--- src/sv/ray_triangle_nearest_hit_defines.svh ---
// Assertion macros for the ray/triangle nearest-hit block.
// Included by the top level; depends on nothing.
`ifndef RAY_TRIANGLE_NEAREST_HIT_DEFINES_SVH
`define RAY_TRIANGLE_NEAREST_HIT_DEFINES_SVH

// a implies b on the same edge, reset aware
`define RTN_ASSERT_IMPL(label, rst_s, a, b) \
  label: assert property (@(posedge clk) disable iff (rst_s) (a) |-> (b)) \
    else $error("check failed");

// a implies b on the next edge
`define RTN_ASSERT_NEXT(label, rst_s, a, b) \
  label: assert property (@(posedge clk) disable iff (rst_s) (a) |=> (b)) \
    else $error("check failed");

`endif

--- src/sv/rtn_divider.sv ---
// Restoring divider, one quotient bit per cycle: q = floor(num / den).
// Does not use rtn_pkg; operands are unsigned.
module rtn_divider #(
  parameter int NUM_BITS = 48
) (
  input  logic                clk,
  input  logic                rst,
  input  logic                start,
  input  logic [NUM_BITS-1:0] num,
  input  logic [31:0]         den,
  output logic                done,
  output logic [NUM_BITS-1:0] quo
);
  localparam int CNT_BITS = $clog2(NUM_BITS + 1);

  logic [32:0]         rem;
  logic [NUM_BITS-1:0] sh;
  logic [31:0]         d;
  logic [CNT_BITS-1:0] cnt;
  logic                busy;
  logic [32:0]         trial;
  logic [33:0]         diff;

  always_comb begin
    trial = {rem[31:0], sh[NUM_BITS-1]};
    diff  = {1'b0, trial} - {2'b00, d};
  end

  // one bit per cycle, MSB first
  always_ff @(posedge clk) begin
    done <= 1'b0;
    if (rst) begin
      busy <= 1'b0;
      cnt  <= '0;
    end else if (start) begin
      busy <= 1'b1;
      rem  <= '0;
      sh   <= num;
      d    <= den;
      cnt  <= CNT_BITS'(NUM_BITS);
      quo  <= '0;
    end else if (busy) begin
      sh <= {sh[NUM_BITS-2:0], 1'b0};
      if (!diff[33]) begin
        rem <= diff[32:0];
        quo <= {quo[NUM_BITS-2:0], 1'b1};
      end else begin
        rem <= trial;
        quo <= {quo[NUM_BITS-2:0], 1'b0};
      end
      cnt <= cnt - 1'b1;
      if (cnt == CNT_BITS'(1)) begin
        busy <= 1'b0;
        done <= 1'b1;
      end
    end
  end
endmodule

--- config.mk ---
export PLATFORM = sky130hd
export DESIGN_NAME = rtn_divider
export DESIGN_NICKNAME = d
export VERILOG_FILES = /design/src/sv/ray_triangle_nearest_hit_defines.svh /design/src/sv/rtn_divider.sv
export SDC_FILE = /design/constraint.sdc
export NUM_CORES = 1
export LEC_CHECK = 0
export ABC_AREA = 0
export BUFFER_PORTS_ARGS = -buffer_cell sky130_fd_sc_hd__clkbuf_2
export CAP_MARGIN = 20
export CORE_ASPECT_RATIO = 0.5
export CORE_MARGIN = 3
export CORE_UTILIZATION = 41
export DETAILED_ROUTE_END_ITERATION = 8
export HOLD_SLACK_MARGIN = 0.02
export PLACE_DENSITY = 0.68
export SYNTH_ARGS = -nofsm -noshare
export SYNTH_HDL_FRONTEND = slang
export SYNTH_SLANG_ARGS = --single-unit
--- constraint.sdc ---
create_clock -name clk -period 10.6 [get_ports clk]
set_clock_uncertainty 0.1 [all_clocks]
set_input_delay 3.18 -clock clk [delete_from_list [all_inputs] [get_ports clk]]
set_output_delay 3.18 -clock clk [all_outputs]
set_load 0.1 [all_outputs]
# Word level (Yosys, flattened, before mapping)

Cells that the tools add are included.

Register bits after elaboration: 168
Input bits: 83

$add $sub $neg: 2
Equal/unequal tests: 1
Multiplexer cells: 12
Bitwise logic cells: 2
Reduce and logical (&&, ||, !) cells: 5

Operators with widths:

| cell                | number |
|---|---|
| $mux 48             | 3 |
| $mux 32             | 2 |
| $sub 33x32->34      | 1 |
| $mux 6              | 2 |
| $eq 6x1->1 const B  | 1 |
| $sub 6x1->6 const B | 1 |
| $mux 1              | 5 |
| $reduce_and 2->1    | 2 |
| $reduce_or 3->1     | 1 |
| $not 1->1           | 2 |
| $reduce_bool 2->1   | 1 |
| $reduce_or 2->1     | 1 |

# Longest topological paths before layout

Gate-level depths: netlist of the first run.

Depth after elaboration: 4
Gate-level depth with buffers: 14

# Worst setup path after synthesis of the first run

Ideal clock, no wire load.

Path type: in2reg
Start: in start
End: reg quo[0] (enable)
Setup time: 0.617 ns
Arrival time: 9.060 ns
Data required time: 9.883 ns
Slack: 0.823 ns
Stages on the path: 4
Path through: clkbuf_1 -> clkbuf_1 -> nor2_1 -> nor2_1

Longest elaborated chain between the ends: 2

Ends and longest elaborated chain:

| element                            | line              | RTL |
|---|---|---|
| start: declaration                 | rtn_divider.sv:8  | `input logic start,` |
| $reduce_bool 2->1 (no source line) | -                 |  |
| $reduce_and 2->1 (no source line)  | -                 |  |
| end signal: assignment             | rtn_divider.sv:46 | `quo <= {quo[NUM_BITS-2:0], 1'b1};` |
| end signal: assignment             | rtn_divider.sv:49 | `quo <= {quo[NUM_BITS-2:0], 1'b0};` |
| end: declaration                   | rtn_divider.sv:12 | `output logic [NUM_BITS-1:0] quo` |

No other way between the ends.
A chain may end at the register's enable or synchronous reset.

# Worst setup path after layout of the first run

Start: in start
End: reg sh[1] (data pin)

Longest elaborated chain between the ends: 1

Ends and longest elaborated chain:

| element                | line              | RTL |
|---|---|---|
| $mux 48                | rtn_divider.sv:35 | `end else if (start) begin` |
| end signal: assignment | rtn_divider.sv:38 | `sh <= num;` |
| end signal: assignment | rtn_divider.sv:43 | `sh <= {sh[NUM_BITS-2:0], 1'b0};` |
| end: declaration       | rtn_divider.sv:17 | `logic [NUM_BITS-1:0] sh;` |

No other way between the ends.

==> results of run 1 <==
[where the power goes]
part	total, mW	switching, mW	internal, mW
registers	0.812	0.0225	0.790
logic	0.390	0.252	0.138
clock network	0.665	0.279	0.385
total	1.87	0.554	1.31
[sequential cells by signal, summed over array words and instances (netlist names)]
name	count
d	32
done	1
sh	48
quo	48
busy	1
cnt	6
rem	32
[routing by layer]
| metal | global-route usage [%] | vias up | wire length (um) |
|---|---|---|---|
| li1 | - | 2580 | - |
| met2 | 26.1 | 95 | 8220 |
| met3 | 4.13 | 9 | 659 |
| met5 | 0 | - | 0 |
| met1 | 21.0 | 2529 | 7820 |
| met4 | 3.24 | 0 | 106 |
[Yosys cell counts (4+ instances only)]
| cell | instances | area [um2] |
|---|---|---|
| a211oi_2 | 8 | 100 |
| a21o_1 | 5 | 37.5 |
| a21oi_1 | 28 | 140 |
| a31oi_1 | 6 | 37.5 |
| and2_1 | 4 | 25.0 |
| and3_1 | 5 | 31.3 |
| clkbuf_1 | 16 | 60.1 |
| dfxtp_1 | 8 | 160 |
| edfxtp_1 | 160 | 4800 |
| ha_1 | 34 | 425 |
| inv_1 | 45 | 169 |
| mux2_2 | 47 | 529 |
| mux2i_1 | 21 | 210 |
| nand2_1 | 24 | 90.1 |
| nand2b_1 | 4 | 25.0 |
| nand3_1 | 9 | 45.0 |
| nor2_1 | 56 | 210 |
| nor2b_1 | 50 | 313 |
| nor3_1 | 9 | 45.0 |
| o211ai_1 | 5 | 37.5 |
| o21ai_0 | 12 | 60.1 |
| xnor2_1 | 21 | 184 |
| xor2_1 | 9 | 78.8 |
[worst max path at each step]
stage               start              endpoint  cells past startpoint
floorplan           start  quo[0]$_SDFFCE_PP0P_                      4
global placement    start       sh[1]$_DFFE_PP_                      3
detailed placement  start      sh[30]$_DFFE_PP_                      3
CTS                 start      sh[30]$_DFFE_PP_                      3
global route        start      sh[40]$_DFFE_PP_                      3
finish              start       sh[1]$_DFFE_PP_                      3
[cell type report]
class	instances	area [um2]
Inverter	46	173
Fill cell	1659	9250
Timing Repair Buffer	136	696
Multi-Input combinational cell	398	3020
Clock inverter	13	179
Sequential cell	168	4960
Tap cell	259	324
Clock buffer	19	443
[critical path: cells and delay by family]
family	cells	cell delay, ps
buffers and inverters	2	1310
multiplexers	1	420
[through the flow]
stage	power, mW	area, um2
after floorplan	1.14	8250
after global placement	1.21	9180
after detailed placement	1.22	9180
after CTS	1.88	9800
after global routing	1.95	9800
final	1.87	9800
[cell families after synthesis]
group | count (synthesis) | synth area share [%]
AO/OA/AOI/OAI | 100 | 8.94
XOR/XNOR | 30 | 3.19
adder cells (fa/ha/maj) | 35 | 5.40
buffers and inverters | 68 | 3.41
flip-flops | 168 | 60.2
multiplexers | 68 | 8.97
AND/OR/NAND/NOR | 165 | 9.88
==> qor.yml, run 1 <==
hold_viol_final: 0
rr_startpoint: "rem[2]$_SDFFCE_PP0P_"
vias: 5213
path_clk_slew_ps: 70
gp_congestion: 0.834
die_h_um: 106
dr.pass1.iters: 5
ctsLongestPathBuffers: 2
layout_setup_ws_ps: 5730
synth_edf_count: 160
min_from: "cnt[1]$_SDFFE_PP0P_"
fin_util_pct: 51.4
crit_path_top_delay_cell: "buf_4"
cts_made_buffers: 17
end_kind: "flip-flop"
start_util_pct: 43.3
grt.overflow.total: 0
r2r-end: "rem[1]$_SDFFCE_PP0P_"
cts_setup_buffers: 0
clockRootBuffer: "clkbuf_16"
cts.sinks: 168
synth_area_um2: 8250
grt.total_usage_pct: 15.8
rows: 35
post-place-ws_ps: 5270
fin_crit_ps: 4870
r2r_cells: 11
nets: 885
drtAntennaViolNets: 0
final_common_cell: "edfxtp_1"
async_reset_ff_share_pct: 0
cp.arrival_ps: 4950
reg2reg_slack_ps: 7170
fin_cells: 1039
drt_iter0_drc: 246
layout_common_cells: "edfxtp_1, clkbuf_2, nor2_1, nor2b_1, mux2_2"
area_delta_synth_final_pct: 18.8
synth-seq-cells: 168
setup_viol: 0
drive_gt1_share_pct: 30.3
cap_violations: 0
grt_pass1_wl_um: 27000
tritoncts: "built"
io_pins: 132
route.detailed.drc: 0
leakage_nw: 3.95
cts_htree_levels: 4
antenna_found_initial: 0
postSynthCellCount: 634
place_hpwl_um: 11300
critPathLaunchType: "input port"
crit_type: "in2reg"
chipWidth_um: 207
critPathMaxFanout: 81
ys_types: 56
min_to: "cnt[1]$_SDFFE_PP0P_"
holdWs_ps: 406
die_area_um2: 22000
synth_ff_type: "edfxtp_1"
rsz0062_at_grt: "no"
avgSynthCellArea_um2: 13.0
portBuffers: 131
cts_hold_buf: 0
grt_max_degree: 82
hold_path_class: "reg2reg"
worstMarginPinSlew_ps: 934
drt-total-wl_um: 16800
syn_nets: 752
cp.required_ps: 10680
grt_pass1_vias: 5147
fmax_mhz: 205
wl_per_cell_um: 16.2
viasPerCell: 5.02
core_area_um2: 19000
insertion_delay_ps: 430
path_common_cell: "buf_4"
synth-seq-area-share_pct: 60.2
hold_depth: 2
diodes: 0
dp.cells: 1007
cpPeakStageDelay_ps: 810
maxSlewViolCount: 0
ys_warn_count: 0
cts_resized: 0
slew_headroom_pct: 37.7
tns_ps: 0
ir_drop_v: 0.000131
p_per_area_nw_per_um2: 191
crit_chain: "buf_4 > buf_4 > mux2_2"
status: "complete, no violations"
fin_crit_sh_pct: 46.0
(Power assumes the default switching activity.)
==> run 2, diff against run 1 <==
==> constraint.sdc (replaced) <==
create_clock -name clk -period 4.5 [get_ports clk]
set_clock_uncertainty 0.1 [all_clocks]
set_input_delay 1.35 -clock clk [delete_from_list [all_inputs] [get_ports clk]]
set_output_delay 1.35 -clock clk [all_outputs]
set_load 0.1 [all_outputs]
==> run 2 against run 1 <==
  * Register-to-register slack got worse by 6100 ps
  * First-iteration DRC count rose by 12%
  * Sequential power increased by 140%
  * Critical endpoint is now rem[20]$_SDFFCE_PP0P_
  * Non-clock buffer count is 1 higher
  * Clock power up 120%
  * Combinational power rose by 140%
  * Final area shrank 0.33%
  * Clock-buffer cell count shrank 1
  * Critical path depth rose by 8
==> qor.yml, run 2 (synthesis gave the netlist of run 1 again) <==
status: "complete, no violations"
post-place-ws_ps: 1040  # -4220 ps
place_hpwl_um: 11300  # +0.52%
insertion_delay_ps: 430  # about the same
worstMarginPinSlew_ps: 983  # +49.1 ps
ctsLongestPathBuffers: 2  # unchanged
layout_common_cells: "edfxtp_1, clkbuf_2, nor2_1, nor2b_1, mux2_2"
cts_htree_levels: 4  # unchanged
hold_viol_final: 0  # unchanged
gp_congestion: 0.811  # -2.7%
cts_resized: 0  # unchanged
met3_length_um: 489  # -26%
multi_input_area_um2: 3020  # unchanged
start_util_pct: 43.3  # unchanged
hold_depth: 2  # unchanged
fin_crit_sh_pct: 76.7
wl_met1_um: 7670  # -1.9%
grt_pass1_vias: 5381  # +4.5%
clockRootBuffer: "clkbuf_16"
nets: 886  # +0.11%
crit_type: "reg2reg"
p_clk_share_pct: 33.6  # -2.0 points
slew_headroom_pct: 34.4  # -3.3 points
tns_ps: 0  # unchanged
ir_drop_v: 0.000242  # +85%
fillers: 1657  # -0.12%
io_pins: 132  # unchanged
layout_setup_ws_ps: 1050  # -4680 ps
vias: 5216  # +0.058%
p_int_mw: 2.97  # +130%
cp.required_ps: 4560  # -6120 ps
antenna_found_initial: 0  # unchanged
fin_crit_ps: 3450
cts_hold_buf: 0  # unchanged
final_common_cell: "edfxtp_1"
drtAntennaViolNets: 0  # unchanged
cp.arrival_ps: 3510  # -1440 ps
fmax_mhz: 290
critPathLaunchType: "flip-flop"
power_mw: 4.27  # +130%
drt-total-wl_um: 16500  # -2.0%
drive_gt1_share_pct: 30.3  # +0.089 points
diodes: 0  # unchanged
dr.pass1.iters: 4  # -1
grt_pass1_wl_um: 26900  # -0.38%
final-seq-area_um2: 4960  # unchanged
p_sw_share_pct: 30.4  # +0.74 points
die_h_um: 106  # unchanged
r2r_cells: 11  # unchanged
p_per_area_nw_per_um2: 437  # +130%
power_frac_seq_pct: 44.8  # +1.3 points
p_switching_mw: 1.30  # +130%
cts_setup_buffers: 0  # unchanged
chipWidth_um: 207  # unchanged
rsz0062_at_grt: "no"
largestRegisters: "quo (48), sh (48)"
maxSlewViolCount: 0  # unchanged
setup_viol: 0  # unchanged
core_area_um2: 19000  # unchanged
path_clk_slew_ps: 70  # about the same
viasPerCell: 5.02  # about the same
hold_path_class: "reg2reg"
route.detailed.drc: 0  # unchanged
cts.sinks: 168  # unchanged
drt_iter0_drc: 275  # +12%
cap_violations: 0  # unchanged
area_delta_synth_final_pct: 18.4
portBuffers: 131  # unchanged
critPathMaxFanout: 24  # -70%
rows: 35  # unchanged
dp.cells: 1008  # +0.099%
grt.total_usage_pct: 15.7  # -0.082 points
end_kind: "flip-flop"
die_area_um2: 22000  # unchanged
top_layer: "met4"
wl_met2_um: 8000  # -2.6%
grt_max_degree: 81  # -1.2%
tritoncts: "built"
combPwrFrac_pct: 21.6  # +0.7 points
leakage_nw: 3.93  # -0.48%
grt.overflow.total: 0  # unchanged
fin_cells: 1040  # +0.096%
wl_per_cell_um: 15.8  # -2.1%
cts_made_buffers: 17  # unchanged
==> run 2: changes by cell type in the layout (fill, tap and decap cells not counted), sizes merged <==
cell,before,now
clkinv,3,5
inv,53,52
buf,6,7
bufinv,3,1
clkinvlp,0,2
clkbuf,149,148
==> run 2: power by group through the flow <==
stage	Clock (mW)	Sequential, mW	Combinational, mW
floorplan	0	2.12	0.560
global placement	0	1.94	0.907
detailed placement	0	1.94	0.925
CTS	1.47	1.91	0.929
global route	1.54	1.92	1.01
finish	1.43	1.91	0.923
==> run 2: path summary, 6_finish.rpt <==
kind	endpoint	startpoint	slack (ps)
setup / recovery	rem[20]$_SDFFCE_PP0P_	rem[3]$_SDFFCE_PP0P_	1050
hold / removal	cnt[1]$_SDFFE_PP0P_	cnt[1]$_SDFFE_PP0P_	410
setup reg to reg	rem[20]$_SDFFCE_PP0P_	rem[3]$_SDFFCE_PP0P_	1050
hold reg to reg	cnt[1]$_SDFFE_PP0P_	cnt[1]$_SDFFE_PP0P_	410
==> run 2: routing by layer <==
metal  global-route usage (%)  vias to the layer above
met5                        0                        -
met4                     6.19                        0
met3                     3.52                       19
met2                     25.7                       72
met1                     20.3                     2553
li1                         -                     2572
==> run 2: metrics by stage <==
stage | utilization, % | instance area, um2 | hold WS (ps)
6_report | 51.3 | 9760 | 413
5_1_grt | 51.3 | 9760 | 455
4_1_cts | 51.3 | 9760 | 411
3_5_place_dp | 48.3 | 9200 | 402
3_3_place_gp | 48.3 | 9200 | 392
2_1_floorplan | - | 8250 | 376
==> run 2: final cells by class <==
class / instances / area share [%]
clock buffer: 18 / 4.40
clock inverter: 14 / 1.44
inverter: 46 / 1.77
multi-input combinational: 398 / 30.9
sequential: 168 / 50.8
tap: 259 / 3.32
timing repair buffer: 137 / 7.33
==> run 2: worst max-delay path: stages (launching register included) <==
cell      delay (ps)
edfxtp_1         410
ha_1             380
nand2_2           90
a211oi_2         250
o21ai_2          130
o22ai_2          230
a31o_2           240
a31oi_4          130
o211ai_4         610
buf_12           280
mux2i_1          230
nor2_1            60
